### config.mk
export PLATFORM = sky130hd
export DESIGN_NAME = mbt_pick
export DESIGN_NICKNAME = d
export VERILOG_FILES = /design/src/mbt_pkg.sv /design/src/mbt_pick.sv
export SDC_FILE = /design/constraint.sdc
export NUM_CORES = 1
export LEC_CHECK = 0
export ABC_CLOCK_PERIOD_IN_PS = 24000
export BUFFER_PORTS_ARGS = -buffer_cell sky130_fd_sc_hd__buf_2
export CAP_MARGIN = 10
export CORE_AREA = 2 2 60 84
export DETAILED_ROUTE_END_ITERATION = 10
export DIE_AREA = 0 0 62 86
export PLACE_DENSITY = 0.51
export SLEW_MARGIN = 10
export SYNTH_ARGS = -nofsm -noshare
export SYNTH_HDL_FRONTEND = slang
export SYNTH_SLANG_ARGS = --single-unit
### constraint.sdc
create_clock -name vclk -period 24
set_clock_uncertainty 0.2 [all_clocks]
set_input_delay 4.8 -clock vclk [all_inputs]
set_output_delay 4.8 -clock vclk [all_outputs]
set_load 0.005 [all_outputs]
### src/mbt_pkg.sv
// Shared constants, beat types and helpers for the maze backtracker step core.
package mbt_pkg;

    localparam int ROWS    = 32;
    localparam int COLS    = 32;
    localparam int NCELLS  = ROWS * COLS;
    localparam int RW      = $clog2(ROWS);
    localparam int CW      = $clog2(COLS);
    localparam int CELL_W  = $clog2(NCELLS);
    localparam int DEPTH_W = $clog2(NCELLS + 1);
    localparam int STK_W   = RW + CW;
    localparam int ENT_W   = 5;

    localparam logic [1:0] ACT_START = 2'd0;
    localparam logic [1:0] ACT_STEP  = 2'd1;

    localparam logic [2:0] EV_CARVED      = 3'd0;
    localparam logic [2:0] EV_BACKTRACKED = 3'd1;
    localparam logic [2:0] EV_FINISHED    = 3'd2;
    localparam logic [2:0] EV_STARTED     = 3'd3;
    localparam logic [2:0] EV_WALLS       = 3'd4;

    localparam logic [1:0] DIR_LEFT   = 2'd0;
    localparam logic [1:0] DIR_BOTTOM = 2'd1;
    localparam logic [1:0] DIR_RIGHT  = 2'd2;
    localparam logic [1:0] DIR_TOP    = 2'd3;

    localparam logic [3:0] WALLS_ALL = 4'hf;

    typedef struct packed {
        logic [1:0] action;
        logic [4:0] row;
        logic [4:0] col;
        logic [7:0] random_value;
    } req_t;

    typedef struct packed {
        logic [2:0]  event_res;
        logic [4:0]  cell_row;
        logic [4:0]  cell_col;
        logic [1:0]  direction;
        logic [3:0]  walls;
        logic [10:0] visited_total;
    } rsp_t;

    typedef struct packed {
        logic       found;
        logic [1:0] dir;
    } pick_t;

    function automatic logic [CELL_W-1:0] cell_idx(input logic [RW-1:0] r,
                                                   input logic [CW-1:0] c);
        cell_idx = CELL_W'(r * COLS + c);
    endfunction

endpackage

### src/mbt_pick.sv
// Candidate selection: count open neighbours and pick one by random index.
module mbt_pick (
    input  logic [3:0]      avail,
    input  logic [7:0]      rnd,
    output mbt_pkg::pick_t  pick
);
    import mbt_pkg::*;

    logic [2:0]  n;
    logic [15:0] prod;
    logic [6:0]  q;
    logic [7:0]  rem3;
    logic [1:0]  sel;
    logic [1:0]  cnt;
    logic        hit;

    assign n    = 3'($countones(avail));
    assign prod = {8'd0, rnd} * 16'd171;
    assign q    = prod[15:9];
    assign rem3 = rnd - {q, 1'b0} - {1'b0, q};

    always_comb
    begin
        case (n)
            3'd2:    sel = {1'b0, rnd[0]};
            3'd3:    sel = rem3[1:0];
            3'd4:    sel = rnd[1:0];
            default: sel = 2'd0;
        endcase
    end

    always_comb
    begin
        cnt        = 2'd0;
        hit        = 1'b0;
        pick.dir   = DIR_LEFT;
        pick.found = |avail;
        for (int i = 0; i < 4; i++)
        begin
            if (avail[i] && !hit && cnt == sel)
            begin
                pick.dir = 2'(i);
                hit      = 1'b1;
            end
            if (avail[i])
            begin
                cnt = cnt + 2'd1;
            end
        end
    end

endmodule

==> results of run 1 <==
-- cell type report --
type               instances  area share, %
repair buffers            15           5.94
multi-input cells         94           78.7
inverters                 31           9.21
well taps                 62           6.14
-- power groups by stage --
stage,clock (mW),combinational (mW),sequential (mW)
floorplan,0,0.0670,0
global placement,0,0.0820,0
detailed placement,0,0.0826,0
CTS,0,0.0830,0
global route,0,0.0930,0
finish,0,0.0807,0
-- metal layers --
layer	vias up	share of wire, %	track usage [%]
met3	0	1.6	0
met1	390	39	9.44
met2	9	59	17.2
met4	0	0	0
li1	444	-	-
met5	-	0	0
-- path summary, 6_finish.rpt --
| kind | startpoint | to |
|---|---|---|
| worst max-delay path | rnd[1] | pick[0] |
| worst min-delay path | avail[3] | pick[2] |
-- cells by family (layout without fill, tap and decap cells) --
kind of cell | count (synthesis) | in the layout | synth area share, %
adders and majority gates | 41 | 41 | 53.6
buffers and inverters | 31 | 46 | 10.5
and+or+nand+nor | 25 | 25 | 12.3
xor gates and xnor gates | 13 | 13 | 11.9
AOI/OAI and AO/OA | 12 | 12 | 8.90
muxes | 3 | 3 | 2.82
-- metrics by stage --
| step | area [µm²] | power [mW] | cells | setup WS (ns) | hold slack [ns] |
|---|---|---|---|---|---|
| 2_1_floorplan | 1110 | 0.0670 | 125 | 9.04 | 9.50 |
| 3_3_place_gp | 1260 | 0.0820 | 202 | 8.47 | 9.80 |
| 3_5_place_dp | 1260 | 0.0826 | 202 | 8.43 | 9.79 |
| 4_1_cts | 1260 | 0.0830 | 202 | 8.42 | 9.79 |
| 5_1_grt | 1260 | 0.0930 | 202 | 8.12 | 9.83 |
| 6_report | 1260 | 0.0807 | 202 | 8.48 | 9.78 |
-- worst max-delay path: cells and delay by family --
kind                     cells  cell delay (ns)
AND/OR/NAND/NOR              3             0.76
XOR/XNOR                     3             0.50
multiplexers                 1             0.16
AO/OA/AOI/OAI                4             1.18
adder cells (fa/ha/maj)      7             2.71
buffers and inverters        5             0.40
-- placed cells by master (no fill, tap or decap), drive strengths merged, types with 2 or more instances in the layout --
cell / instances
inv: 31
ha: 30
buf: 15
fa: 11
xnor2: 11
nor2: 6
nand2: 5
nand3: 3
a21o: 2
nand4: 2
xor2: 2
mux2i: 2
nand3b: 2
and4: 2
a21oi: 2
-- cells in the mapped netlist, types with 2 or more instances --
master | instances | area share [%]
a21o_1 | 2 | 1.4
fa_1 | 11 | 20
ha_1 | 30 | 34
inv_1 | 31 | 10
mux2i_1 | 2 | 1.8
nand2_1 | 5 | 1.7
nand3_1 | 3 | 1.4
nand3b_1 | 2 | 1.4
nand4_1 | 2 | 1.1
nor2_1 | 6 | 2.0
xnor2_1 | 10 | 7.9
xor2_1 | 2 | 1.6
==> run_results.csv, run 1 <==
group,metric,value,unit
outcome,status,"finished, final reports clean",
power_and_ir_drop,power_frac_seq,0,%
floorplan,die_x,62,µm
timing,tns,0,ns
placed_design,port_buffers,15,
setup_path,crit_top_cell,"ha_1",
power_and_ir_drop,p_leak,0.673,nW
yosys,synthCells,125,
timing,setup_viol,0,
cells_and_area,clkbuf_count,0,
yosys,syn-mean-instance-area,8.89,µm²
setup_path,start_kind,"primary input",
yosys,ys_seq_area_share,0,%
clock_network,hold_buffers,0,
timing,slew_headroom,63.0,%
timing,timing.final.crit_share,64.7,%
timing,timing_hold_violations_final,0,
drt,routed-via-count,843,
floorplan,floorplan.initialDensity,24.5,%
run,drv_cap,0,
power_and_ir_drop,switching_share,49.8,%
drt,antenna_left,0,
cells_and_area,n_antenna_cell,0,
setup_path,end_kind,"primary output",
setup_path,path_class,"in2out",
clock_network,cts_resized,0,
grt,grtUsageTotal,8.34,%
clock_network,post_cts_buffers,0,
floorplan,die_y,86,µm
yosys,synthDistinctLibCells,31,
floorplan,num_rows,29,
power_and_ir_drop,peakVddDrop,0.0190,mV
setup_path,slowest_stage,"fa_1",
setup_path,cp.required,19.00,ns
floorplan,io_pins,15,
placed_design,hpwl,1950,µm
setup_path,crit_arrival,10.52,ns
timing,rsz0062_at_grt,"false",
grt,grt_overflow,0,
drt,wire_per_inst,9.89,µm
setup_path,cp_cell_sequence,"buf_2 -> ha_1 -> fa_1 -> fa_1 -> inv_1 -> fa_1 -> inv_1 -> ha_1 -> and3_1 -> a221oi_1 -> nand2_1 -> xor2_1 -> ha_1 -> inv_1 -> ha_1 -> xnor2_1 -> a2111oi_2 -> a21oi_2 -> xnor2_4 -> or3b_2 -> a21boi_1 -> mux2_2 -> buf_2",
power_and_ir_drop,power.switching,40.2,µW
drt,wirelength,2000,µm
power_and_ir_drop,powerDensity,63.9,nW/µm²
floorplan,coreArea,4540,µm²
yosys,syn_area,1110,µm²
cells_and_area,syn_to_final_growth,13.7,%
cells_and_area,nNetsFinal,195,
cells_and_area,finish.utilization,27.9,%
drt,first_pass_iters,2,
timing,finalWorstPathRequiredPeriod,15.52,ns
min_path,min_path_type,"in2out",
grt,antenna_found_initial,0,
cells_and_area,fillers,506,
min_path,min_path_cells,4,
yosys,synth-warning-count,0,
power_and_ir_drop,clockPowerShare,0,%
floorplan,dieArea,5330,µm²
drt,viasPerCell,4.17,
cells_and_area,multi_input_area,995,µm²
timing,slew_viol_final,0,
cells_and_area,drive_gt1_share,15.7,%
setup_path,critical_path.max_fanout,8,
timing,worst_pin_slew,0.555,ns
drt,drtIter0Drc,10,
power_and_ir_drop,pwr-share-comb,100.0,%
grt,grt_pass1_wl,3540,µm
power_and_ir_drop,p_int,40.5,µW
cells_and_area,regArea,0,µm²
drt,drcViolationCount,0,
cells_and_area,seq_cells,0,
timing,fmax,64.4,MHz
yosys,synthesis.nets,178,
grt,grt_max_degree,9,
grt,grt_pass1_vias,830,
placed_design,place_congestion,0.699,
setup_path,critPathMaxStageDelay,0.52,ns
No activity file was read; power rests on OpenSTA's default activity.
==> run 2: changes to the inputs <==
Settings changed: ABC_CLOCK_PERIOD_IN_PS 24000 to 15450.
Clock period 24 ns to 15.45 ns, I/O delays scaled along.
==> run 2 against run 1 <==
  * Combinational power is 55% higher
  * Global-route usage is 0.35 points lower
  * Final area stayed put
  * Flip-flop and latch count stayed put
  * First-iteration DRC count is 20% higher
==> run_results.csv, run 2 (synthesis results as in run 1) <==
group,metric,value,unit
outcome,status,"finished, final reports clean",
grt,antenna_found_initial,0,
timing,slew_viol_final,0,
placed_design,place_congestion,0.717,
setup_path,crit_buf_inv,5,
grt,grt_pass1_wl,3450,µm
drt,antenna_left,0,
timing,tns,0,ns
grt,grt_pass1_vias,851,
timing,finalWorstPathRequiredPeriod,12.09,ns
power_and_ir_drop,p_leak,0.673,nW
floorplan,dieArea,5330,µm²
power_and_ir_drop,powerDensity,99.3,nW/µm²
setup_path,cp_cell_sequence,"buf_2 -> ha_1 -> fa_1 -> fa_1 -> inv_1 -> fa_1 -> inv_1 -> ha_1 -> and3_1 -> a221oi_1 -> nand2_1 -> xor2_1 -> ha_1 -> inv_1 -> ha_1 -> xnor2_1 -> a2111oi_2 -> a21oi_2 -> xnor2_4 -> or3b_2 -> a21boi_1 -> mux2_2 -> buf_2",
setup_path,cp.required,12.16,ns
run,drv_cap,0,
setup_path,crit_arrival,8.80,ns
clock_network,cts_resized,0,
floorplan,die_y,86,µm
cells_and_area,syn_to_final_growth,13.7,%
min_path,min_path_cells,4,
drt,viasPerCell,4.18,
cells_and_area,nNetsFinal,195,
timing,slew_headroom,65.9,%
timing,setup_viol,0,
grt,grt_overflow,0,
clock_network,hold_buffers,0,
placed_design,port_buffers,15,
cells_and_area,clkbuf_count,0,
placed_design,hpwl,1840,µm
setup_path,crit_top_cell,"ha_1",
setup_path,cp_top_family,"adder cells",
setup_path,critical_path.max_fanout,8,
drt,first_pass_iters,2,
floorplan,coreArea,4540,µm²
floorplan,floorplan.initialDensity,24.5,%
setup_path,path_class,"in2out",
timing,timing_hold_violations_final,0,
cells_and_area,seq_cells,0,
drt,drcViolationCount,0,
timing,rsz0062_at_grt,"false",
timing,worst_pin_slew,0.511,ns
floorplan,io_pins,15,
timing,whs,6.36,ns
drt,wirelength,1930,µm
drt,routed-via-count,845,
grt,grtUsageTotal,7.99,%
cells_and_area,drive_gt1_share,15.7,%
drt,wire_per_inst,9.57,µm
setup_path,worst-path-stages,23,
cells_and_area,most-common-layout-cells,"31 x inv_1, 30 x ha_1, 15 x buf_2",
floorplan,num_rows,29,
setup_path,end_kind,"primary output",
timing,fmax,82.7,MHz
cells_and_area,regArea,0,µm²
clock_network,post_cts_buffers,0,
min_path,min_to,"pick[2]",
cells_and_area,layout_commonest_cell,"inv_1",
setup_path,critPathMaxStageDelay,0.53,ns
min_path,min_path_type,"in2out",
min_path,hp-start,"avail[3]",
setup_path,start_kind,"primary input",
setup_path,slowest_stage,"fa_1",
floorplan,die_x,62,µm
timing,timing.final.crit_share,78.2,%
setup_path,crit_path_start,"rnd[1]",
grt,grt_max_degree,9,
power_and_ir_drop,peakVddDrop,0.0375,mV
cells_and_area,n_antenna_cell,0,
drt,drtIter0Drc,12,
==> run 2: how the worst max path moves through the flow <==
stage / slack (ns) / endpoint
2_1_floorplan: 3.91 / pick[0]
3_3_place_gp: 3.30 / pick[0]
3_5_place_dp: 3.26 / pick[0]
4_1_cts: 3.25 / pick[0]
5_1_grt: 2.95 / pick[0]
6_report: 3.36 / pick[0]
==> run 2: per-layer routing <==
metal / vias to the layer above / wire length (µm) / GRT usage, %
li1: 445 / - / -
met1: 391 / 767 / 8.80
met2: 9 / 1140 / 16.8
met3: 0 / 26 / 0
met4: 0 / 0 / 0
met5: - / 0 / 0
==> run 2: stage by stage <==
| stage | power [mW] | setup slack [ns] | std cells | instance area [µm²] | utilization (%) |
|---|---|---|---|---|---|
| 6_report | 0.125 | 3.36 | 202 | 1260 | 27.9 |
| 4_1_cts | 0.129 | 3.25 | 202 | 1260 | 27.9 |
| 3_3_place_gp | 0.128 | 3.30 | 202 | 1260 | 27.9 |
| 3_5_place_dp | 0.128 | 3.26 | 202 | 1260 | 27.9 |
| 2_1_floorplan | 0.104 | 3.91 | 125 | 1110 | - |
| 5_1_grt | 0.148 | 2.95 | 202 | 1260 | 27.9 |
==> run 2: layout make-up <==
type,count,area (µm²)
multi-input cells,94,995
inverters,31,116
repair buffers,15,75.1
fillers,507,3270
well taps,62,77.6
==> run 2: power by group <==
part | internal [mW] | switching, mW | total (mW)
combinational | 0.0630 | 0.0624 | 0.125
sequential | 0 | 0 | 0
clock | 0 | 0 | 0
total | 0.0630 | 0.0624 | 0.125
==> run 2: tightest hold or removal path: stages <==
cell and delay (ns):
buf_2 0.14, nor2_1 0.08, nand2_1 0.07, buf_2 0.10
